`config.mk`:
```
export PLATFORM = sky130hd
export DESIGN_NAME = periodic_timestamp_tagger
export DESIGN_NICKNAME = d
export VERILOG_FILES = /design/src/rtl/pts_pkg.sv /design/src/rtl/pts_front.sv /design/src/rtl/pts_queue.sv /design/src/rtl/pts_back.sv /design/src/rtl/periodic_timestamp_tagger.sv
export SDC_FILE = /design/constraint.sdc
export NUM_CORES = 1
export LEC_CHECK = 0
export BUFFER_PORTS_ARGS = -buffer_cell sky130_fd_sc_hd__buf_2
export CAP_MARGIN = 20
export CORE_ASPECT_RATIO = 0.9
export CORE_MARGIN = 2
export CORE_UTILIZATION = 50
export CTS_BUF_LIST = sky130_fd_sc_hd__clkbuf_16
export DETAILED_ROUTE_END_ITERATION = 8
export GPL_TIMING_DRIVEN = 0
export PLACE_DENSITY = 0.72
export SLEW_MARGIN = 20
export SYNTH_ARGS = -nofsm -noshare
export SYNTH_HDL_FRONTEND = slang
export SYNTH_SLANG_ARGS = --single-unit
```
`constraint.sdc`:
```
create_clock -name clk -period 5.2 [get_ports clk]
set_input_delay 0.26 -clock clk [delete_from_list [all_inputs] [get_ports clk]]
set_output_delay 0.26 -clock clk [all_outputs]
set_load 0.05 [all_outputs]
```
`src/rtl/pts_pkg.sv`:
```
// Shared types and constants of the periodic timestamp tagger.
package pts_pkg;

	typedef enum logic [1:0] {
		MODE_PLAIN = 2'd0,
		MODE_SYNC  = 2'd1,
		MODE_RATE  = 2'd2,
		MODE_SPARE = 2'd3
	} mode_t;

	typedef enum logic [1:0] {
		CFG_STAMP_PERIOD = 2'd0,
		CFG_FRAC_STEP    = 2'd1,
		CFG_SAMPLE_RATE  = 2'd2,
		CFG_UNUSED       = 2'd3
	} cfg_idx_t;

	localparam int unsigned SECS_W  = 32;
	localparam int unsigned FRAC_W  = 32;
	localparam int unsigned INDEX_W = 48;
	localparam int unsigned SLOT_W  = 32;
	localparam int unsigned RATE_W  = 30;
	localparam int unsigned CFG_W   = 32;

	localparam logic [31:0]     STAMP_PERIOD_RST = 32'd1000;
	localparam logic [31:0]     FRAC_STEP_RST    = 32'd0;
	localparam logic [RATE_W-1:0] SAMPLE_RATE_RST = 30'd1000000;

	// Classified sample word passed from the front to the back.
	typedef struct packed {
		logic              sync;
		logic [SECS_W-1:0] secs;
		logic [FRAC_W-1:0] frac;
		logic              rate_err;
	} item_t;

	// Live configuration seen by the back.
	typedef struct packed {
		logic [31:0]       stamp_period;
		logic [FRAC_W-1:0] frac_step;
	} back_cfg_t;

endpackage

```
`src/rtl/pts_front.sv`:
```
// Front: decodes the sample mode and checks rate announcements.
module pts_front (
	input  logic [1:0]                 mode,
	input  logic [pts_pkg::SECS_W-1:0] sync_secs,
	input  logic [pts_pkg::FRAC_W-1:0] sync_frac,
	input  logic [pts_pkg::RATE_W-1:0] announced_rate,
	input  logic [pts_pkg::RATE_W-1:0] sample_rate_hz,
	output pts_pkg::item_t             item
);

	pts_pkg::mode_t mode_dec;

	always_comb begin
		mode_dec      = pts_pkg::mode_t'(mode);
		item.sync     = 1'b0;
		item.rate_err = 1'b0;
		item.secs     = sync_secs;
		item.frac     = sync_frac;
		case (mode_dec)
			pts_pkg::MODE_SYNC: begin
				item.sync = 1'b1;
			end
			pts_pkg::MODE_RATE: begin
				item.rate_err = (announced_rate != sample_rate_hz);
			end
			default: begin
				// plain sample, spare code included
				item.sync = 1'b0;
			end
		endcase
	end

endmodule

```
`src/rtl/pts_queue.sv`:
```
// Small FIFO of classified sample words between front and back.
module pts_queue #(
	parameter int unsigned DEPTH = 2
) (
	input  logic           clk,
	input  logic           arst_n,
	input  logic           push,
	input  pts_pkg::item_t push_item,
	output logic           not_full,
	input  logic           pop,
	output logic           not_empty,
	output pts_pkg::item_t pop_item
);

	localparam int unsigned PTR_W = $clog2(DEPTH);
	localparam int unsigned CNT_W = $clog2(DEPTH + 1);
	localparam logic [PTR_W-1:0] LAST_PTR = PTR_W'(DEPTH - 1);
	localparam logic [CNT_W-1:0] FULL_CNT = CNT_W'(DEPTH);

	pts_pkg::item_t   entry_q [DEPTH];
	logic [PTR_W-1:0] wr_ptr_q;
	logic [PTR_W-1:0] rd_ptr_q;
	logic [CNT_W-1:0] count_q;
	logic             do_push;
	logic             do_pop;

	assign not_full  = (count_q != FULL_CNT);
	assign not_empty = (count_q != '0);
	assign do_push   = push && not_full;
	assign do_pop    = pop && not_empty;
	assign pop_item  = entry_q[rd_ptr_q];

	always_ff @(posedge clk) begin
		if (do_push) begin
			entry_q[wr_ptr_q] <= push_item;
		end
	end

	always_ff @(posedge clk or negedge arst_n) begin
		if (!arst_n) begin
			wr_ptr_q <= '0;
			rd_ptr_q <= '0;
			count_q  <= '0;
		end else begin
			if (do_push) begin
				wr_ptr_q <= (wr_ptr_q == LAST_PTR) ? '0 : wr_ptr_q + 1'b1;
			end
			if (do_pop) begin
				rd_ptr_q <= (rd_ptr_q == LAST_PTR) ? '0 : rd_ptr_q + 1'b1;
			end
			case ({do_push, do_pop})
				2'b10:   count_q <= count_q + 1'b1;
				2'b01:   count_q <= count_q - 1'b1;
				default: count_q <= count_q;
			endcase
		end
	end

endmodule

```
`src/rtl/pts_back.sv`:
```
// Back: sample counter, time keeping and the registered result word.
module pts_back (
	input  logic                        clk,
	input  logic                        arst_n,
	input  pts_pkg::back_cfg_t          cfg,
	input  logic                        item_valid,
	input  pts_pkg::item_t              item,
	output logic                        item_pop,
	output logic                        result_valid,
	input  logic                        result_ready,
	output logic                        stamp_valid,
	output logic [pts_pkg::SECS_W-1:0]  stamp_secs,
	output logic [pts_pkg::FRAC_W-1:0]  stamp_frac,
	output logic [pts_pkg::INDEX_W-1:0] stamp_index,
	output logic [pts_pkg::SLOT_W-1:0]  slot_number,
	output logic                        rate_error
);

	logic [pts_pkg::INDEX_W-1:0] sample_count_q;
	logic [pts_pkg::INDEX_W-1:0] next_index_q;
	logic [pts_pkg::SECS_W-1:0]  secs_q;
	logic [pts_pkg::FRAC_W-1:0]  frac_q;
	logic [pts_pkg::SLOT_W-1:0]  slot_q;
	logic                        out_valid_q;

	logic                        emit;
	logic [pts_pkg::INDEX_W-1:0] base_index;
	logic [pts_pkg::FRAC_W:0]    frac_sum;
	logic [pts_pkg::SECS_W-1:0]  secs_now;
	logic [pts_pkg::FRAC_W-1:0]  frac_now;
	logic [31:0]                 interval;

	assign item_pop     = item_valid && (!out_valid_q || result_ready);
	assign result_valid = out_valid_q;

	always_comb begin
		emit       = item.sync || (sample_count_q == next_index_q);
		base_index = item.sync ? sample_count_q : next_index_q;
		frac_sum   = {1'b0, frac_q} + {1'b0, cfg.frac_step};
		interval   = (cfg.stamp_period == '0) ? 32'd1 : cfg.stamp_period;
		if (item.sync) begin
			// sync loads the time and stamps this sample without advance
			secs_now = item.secs;
			frac_now = item.frac;
		end else begin
			secs_now = secs_q + {31'd0, frac_sum[pts_pkg::FRAC_W]};
			frac_now = frac_sum[pts_pkg::FRAC_W-1:0];
		end
	end

	always_ff @(posedge clk or negedge arst_n) begin
		if (!arst_n) begin
			sample_count_q <= '0;
			next_index_q   <= {16'd0, pts_pkg::STAMP_PERIOD_RST};
			secs_q         <= '0;
			frac_q         <= '0;
			slot_q         <= '0;
			out_valid_q    <= 1'b0;
		end else begin
			if (item_pop) begin
				sample_count_q <= sample_count_q + 1'b1;
				if (emit) begin
					secs_q       <= secs_now;
					frac_q       <= frac_now;
					slot_q       <= slot_q + 1'b1;
					next_index_q <= base_index + {16'd0, interval};
				end
				out_valid_q <= 1'b1;
			end else if (result_ready) begin
				out_valid_q <= 1'b0;
			end
		end
	end

	// result word; stamp fields read zero when no stamp falls on the sample
	always_ff @(posedge clk) begin
		if (item_pop) begin
			stamp_valid <= emit;
			stamp_secs  <= emit ? secs_now : '0;
			stamp_frac  <= emit ? frac_now : '0;
			stamp_index <= emit ? base_index : '0;
			slot_number <= emit ? slot_q : '0;
			rate_error  <= item.rate_err;
		end
	end

endmodule

```
`src/rtl/periodic_timestamp_tagger.sv`:
```
// Top level: configuration registers, front decode, word queue and back.
// A sample word goes through a queue entry and then the back's result register.
// Throughput: one sample per cycle while results are taken, set by the counter
// and time update in the back; the queue absorbs a stalled result port.
// Reset (arst_n low): registers return to defaults, counters clear, next stamp
// index returns to the default interval, queue and result register empty.
module periodic_timestamp_tagger #(
	parameter int unsigned QUEUE_DEPTH = 2
) (
	input  logic                        clk,
	input  logic                        arst_n,
	input  logic                        cfg_we,
	input  logic [1:0]                  cfg_index,
	input  logic [pts_pkg::CFG_W-1:0]   cfg_data,
	input  logic                        sample_valid,
	output logic                        sample_ready,
	input  logic [1:0]                  mode,
	input  logic [pts_pkg::SECS_W-1:0]  sync_secs,
	input  logic [pts_pkg::FRAC_W-1:0]  sync_frac,
	input  logic [pts_pkg::RATE_W-1:0]  announced_rate,
	output logic                        result_valid,
	input  logic                        result_ready,
	output logic                        stamp_valid,
	output logic [pts_pkg::SECS_W-1:0]  stamp_secs,
	output logic [pts_pkg::FRAC_W-1:0]  stamp_frac,
	output logic [pts_pkg::INDEX_W-1:0] stamp_index,
	output logic [pts_pkg::SLOT_W-1:0]  slot_number,
	output logic                        rate_error
);

	logic [31:0]                stamp_period_q;
	logic [pts_pkg::FRAC_W-1:0] frac_step_q;
	logic [pts_pkg::RATE_W-1:0] sample_rate_q;

	pts_pkg::item_t     front_item;
	pts_pkg::item_t     queue_item;
	pts_pkg::back_cfg_t back_cfg;
	logic               queue_not_empty;
	logic               queue_pop;

	always_ff @(posedge clk or negedge arst_n) begin
		if (!arst_n) begin
			stamp_period_q <= pts_pkg::STAMP_PERIOD_RST;
			frac_step_q    <= pts_pkg::FRAC_STEP_RST;
			sample_rate_q  <= pts_pkg::SAMPLE_RATE_RST;
		end else if (cfg_we) begin
			case (pts_pkg::cfg_idx_t'(cfg_index))
				pts_pkg::CFG_STAMP_PERIOD: stamp_period_q <= cfg_data;
				pts_pkg::CFG_FRAC_STEP:    frac_step_q    <= cfg_data;
				pts_pkg::CFG_SAMPLE_RATE:  sample_rate_q  <= cfg_data[pts_pkg::RATE_W-1:0];
				default:                   stamp_period_q <= stamp_period_q;
			endcase
		end
	end

	assign back_cfg.stamp_period = stamp_period_q;
	assign back_cfg.frac_step    = frac_step_q;

	pts_front u_front (
		.mode           (mode),
		.sync_secs      (sync_secs),
		.sync_frac      (sync_frac),
		.announced_rate (announced_rate),
		.sample_rate_hz (sample_rate_q),
		.item           (front_item)
	);

	pts_queue #(
		.DEPTH (QUEUE_DEPTH)
	) u_queue (
		.clk       (clk),
		.arst_n    (arst_n),
		.push      (sample_valid),
		.push_item (front_item),
		.not_full  (sample_ready),
		.pop       (queue_pop),
		.not_empty (queue_not_empty),
		.pop_item  (queue_item)
	);

	pts_back u_back (
		.clk          (clk),
		.arst_n       (arst_n),
		.cfg          (back_cfg),
		.item_valid   (queue_not_empty),
		.item         (queue_item),
		.item_pop     (queue_pop),
		.result_valid (result_valid),
		.result_ready (result_ready),
		.stamp_valid  (stamp_valid),
		.stamp_secs   (stamp_secs),
		.stamp_frac   (stamp_frac),
		.stamp_index  (stamp_index),
		.slot_number  (slot_number),
		.rate_error   (rate_error)
	);

endmodule
```
==> impl_metrics.ini <==
[synth]
synthXorXnorAreaFrac = 0.07748
synth-edff-count = 278
muxShareOfSynthArea = 0.06334
synth_commonest_cells = nand2_1 (344), edfxtp_1 (278), dfrtp_1 (272)
synth_compound_area_frac = 0.1073
synth_top_family_by_area = simple AND/OR/NAND/NOR gates
synth_simple_gate_area_frac = 0.1373
syn_area_per_cell_um2 = 11.02
yosys.area.top_type = edfxtp_1
syn_inst = 2554
yosysUniqueCellTypes = 85
synthesis.area_mm2 = 0.02815
ys.flop_type = edfxtp_1
syn_nets = 2760
ys_seq_area_frac = 0.5561
async_reset_ff_frac = 0.5114
ys_seq_elements = 569
yosysWarnings = 0
synth_fa_ha_area_frac = 0.03209
yosysMostFrequentCell = nand2_1
synth_top_cell_area_share = 0.2966
ys_top_cells_by_area = edfxtp_1 (30%), dfrtp_1 (24%), xnor2_1 (5.4%), nand2_1 (4.6%), mux2_2 (4.4%)

[clocking]
root_buffer = clkbuf_16
clk_latency_ns = 0.63
cts_tree = yes
clock_path_buffers = 3
clock_sinks = 569
cts_max_level = 2
cts_made_buffers = 60
clk_pin_slew_ns = 0.06

[finish]
antenna_cells = 0
nets = 3213
syn2layout_area_growth_pct = 20.42
finalInstanceArea_mm2 = 0.03390
multi_input_area_mm2 = 0.01183
seqCellArea_mm2 = 0.01565
layout-drive-gt1-share = 0.2011
fin_util = 0.6084
fill_cells = 4495

[worst_setup_path]
crit_arrival_ns = 5.54
worst_path_max_delay_cell = dfrtp_1
crit_path_start = u_queue.rd_ptr_q
critPathCapture = u_back.next_index_q[43]
worst_setup_path_start_kind = flop
crit_top_cell = clkbuf_4
slowest_delay_ns = 0.44
r2r_cells = 18
r2r_setup_slack_ns = 0.11
cp_data_required_time_ns = 5.65
crit_chain = mux2i_4 -> clkbuf_4 -> clkbuf_4 -> clkbuf_4 -> clkbuf_4 -> mux2i_2 -> inv_1 -> ha_1 -> a211o_1 -> a2111oi_4 -> o211ai_2 -> a31oi_4 -> o2111ai_2 -> nand3_4 -> clkbuf_4 -> nor2_1 -> o31ai_1 -> a2bb2oi_1
crit_fanout = 10
timing.rr.end = u_back.next_index_q[43]
critPathKind = reg -> reg
cp-end-kind = flop
r2r-start = u_queue.rd_ptr_q

[sta]
drv_slew = 0
max_freq_mhz = 196.6
period_share = 0.9780
tns_ns = 0
period_needed_ns = 5.086
setup_slack_ns = 0.1143
relSlewSlack = 0.1922
setup_viol = 0
rsz0062_at_grt = no
worst_pin_slew_ns = 1.212
fin_skew_ns = 0.01675
hold_viol_final = 0

[power_and_ir_drop]
p_total_w = 0.02146
power.leakage_nw = 14.21
cellPowerDensity_mw_per_mm2 = 633.0
peakVddDrop_uv = 459.2

[routing]
via_per_inst = 5.729
vias = 21850
drt_iter0_markers = 1846
wl_met3_mm = 6.357
wl_met1_mm = 36.93
wire_per_inst_um = 22.45
drtAntennaViolNets = 0
dr_wl_met2_mm = 39.15
dr.pass1.iters = 5
wl_mm = 85.62
drc = 0
top_layer = met4

[place]
dpl.hpwl_mm = 62.00
port_buffers = 282
place_ws_ns = -1.250
post_dp_cell_area_mm2 = 0.03075
gp_congestion = 0.9572

[grt]
grt_overflow = 0
grt_use_total = 0.2930
antenna_found_initial = 2
grt_pass1_vias = 21750
grt_max_degree = 97
grt_pass1_wl_mm = 129.2

[floorplan]
core-area_mm2 = 0.05571
die_w_um = 254.1
io_pins = 283
die_area_mm2 = 0.05821
rows = 82
dieHeight_um = 229.1
floorplan.initialDensity = 0.5053

[worst_hold_path]
min_path_type = in -> reg

[run]
cap_violations = 0

[run_status]
status = finished, final reports clean
per-stage QoR:
step / hold WS, ns / cells
2_1_floorplan: -0.03559 / 2554
6_report: 0.03038 / 3814
4_1_cts: 0.003646 / 3813
3_3_place_gp: 0.4504 / 3592
5_1_grt: 0.02007 / 3814
3_5_place_dp: 0.1240 / 3600
layer usage:
metal / up-vias / track usage
li1: 10010 / -
met1: 10790 / 0.4049
met2: 883 / 0.4624
met3: 168 / 0.05205
met4: 0 / 0.1107
met5: - / 0
worst max-delay path, delay by kind of cell (launching register included):
kind            cells  cell delay [ns]
flops               1             0.44
simple gates        2             0.32
fa+ha+maj           1             0.32
buf+inv             6             1.43
compound gates      7             1.74
mux                 2             0.61
worst min-delay path by stage:
stage / startpoint / to / slack, ns / cells past startpoint
final: sample_valid / u_queue.wr_ptr_q / 0.03 / 3
after global routing: cfg_data[28] / stamp_period_q[28] / 0.02 / 2
after CTS: sample_valid / u_queue.wr_ptr_q / 0.004 / 3
after detailed placement: arst_n / u_back.slot_q[24] / 0.12 / 1
after global placement: sync_secs[12] / u_queue.entry_q[0][45] / 0.45 / 1
after floorplan: arst_n / frac_step_q[0] / -0.04 / 0
area by class of cell:
cell class,instances,share of cell area
well taps,756,0.02791
inverters,27,0.003359
plain buffers,158,0.02097
flip-flops and latches,569,0.4618
repair buffers,391,0.07766
clock inverters,53,0.01495
clock buffers,60,0.04430
multi-input cells,1800,0.3490
registers in the layout, summed over array words and instances (netlist names), 48 cells and up:
| register | cells |
|---|---|
| u_back.next_index_q | 48 |
| u_back.sample_count_q | 48 |
| u_back.stamp_index | 48 |
| u_queue.entry_q | 132 |
placed cells by master (no fill, tap or decap), types with 9 or more instances in the layout:
master	netlist	routed
nand2_1	344	343
o211ai_1	12	12
o21bai_1	11	11
and3_1	32	31
dfstp_2	19	19
o21ai_0	147	146
clkbuf_1	110	100
clkinv_2	0	13
a21o_1	31	31
ha_1	69	69
nor3_1	16	15
a31oi_1	20	20
o21a_1	13	12
nor4_1	16	15
edfxtp_1	278	278
mux2i_1	51	50
inv_1	24	33
and4_1	13	13
nand4_1	46	46
nand3_1	71	71
o21ai_1	12	13
xnor2_1	172	172
mux2_2	111	111
clkbuf_16	0	60
dlygate4sd3_1	0	99
buf_1	17	11
a21oi_1	167	167
a211oi_1	11	11
clkinvlp_4	0	9
clkbuf_4	0	11
buf_2	29	307
dfrtp_1	272	272
xor2_1	77	77
nor2_1	185	183
nor2b_1	41	41
nand2b_1	11	10
power by group:
group	switching [W]	leakage, nW	internal (W)
logic	0.00683	6.90	0.00302
registers	0.000831	6.31	0.00637
clock network	0.00189	1.00	0.00251
logic make-up (layout without fill, tap and decap cells):
logic type               count (synthesis)  count (layout)
AND/OR/NAND/NOR                        825             825
flip-flops                             569             569
AO/OA/AOI/OAI                          492             492
XOR/XNOR                               249             249
buffers and inverters                  185             689
multiplexers                           163             163
adder cells (fa/ha/maj)                 71              71
timing repair:
action                     in CTS  in global routing
hold buffers                   99                  0
pin swaps                       0                  2
setup endpoints to repair      42                 29
hold endpoints to repair      331                  0
setup buffers                   1                  1
gates resized for setup        32                 20
cloned                          0                  0
Note: power is estimated with default switching activity, not from simulation.
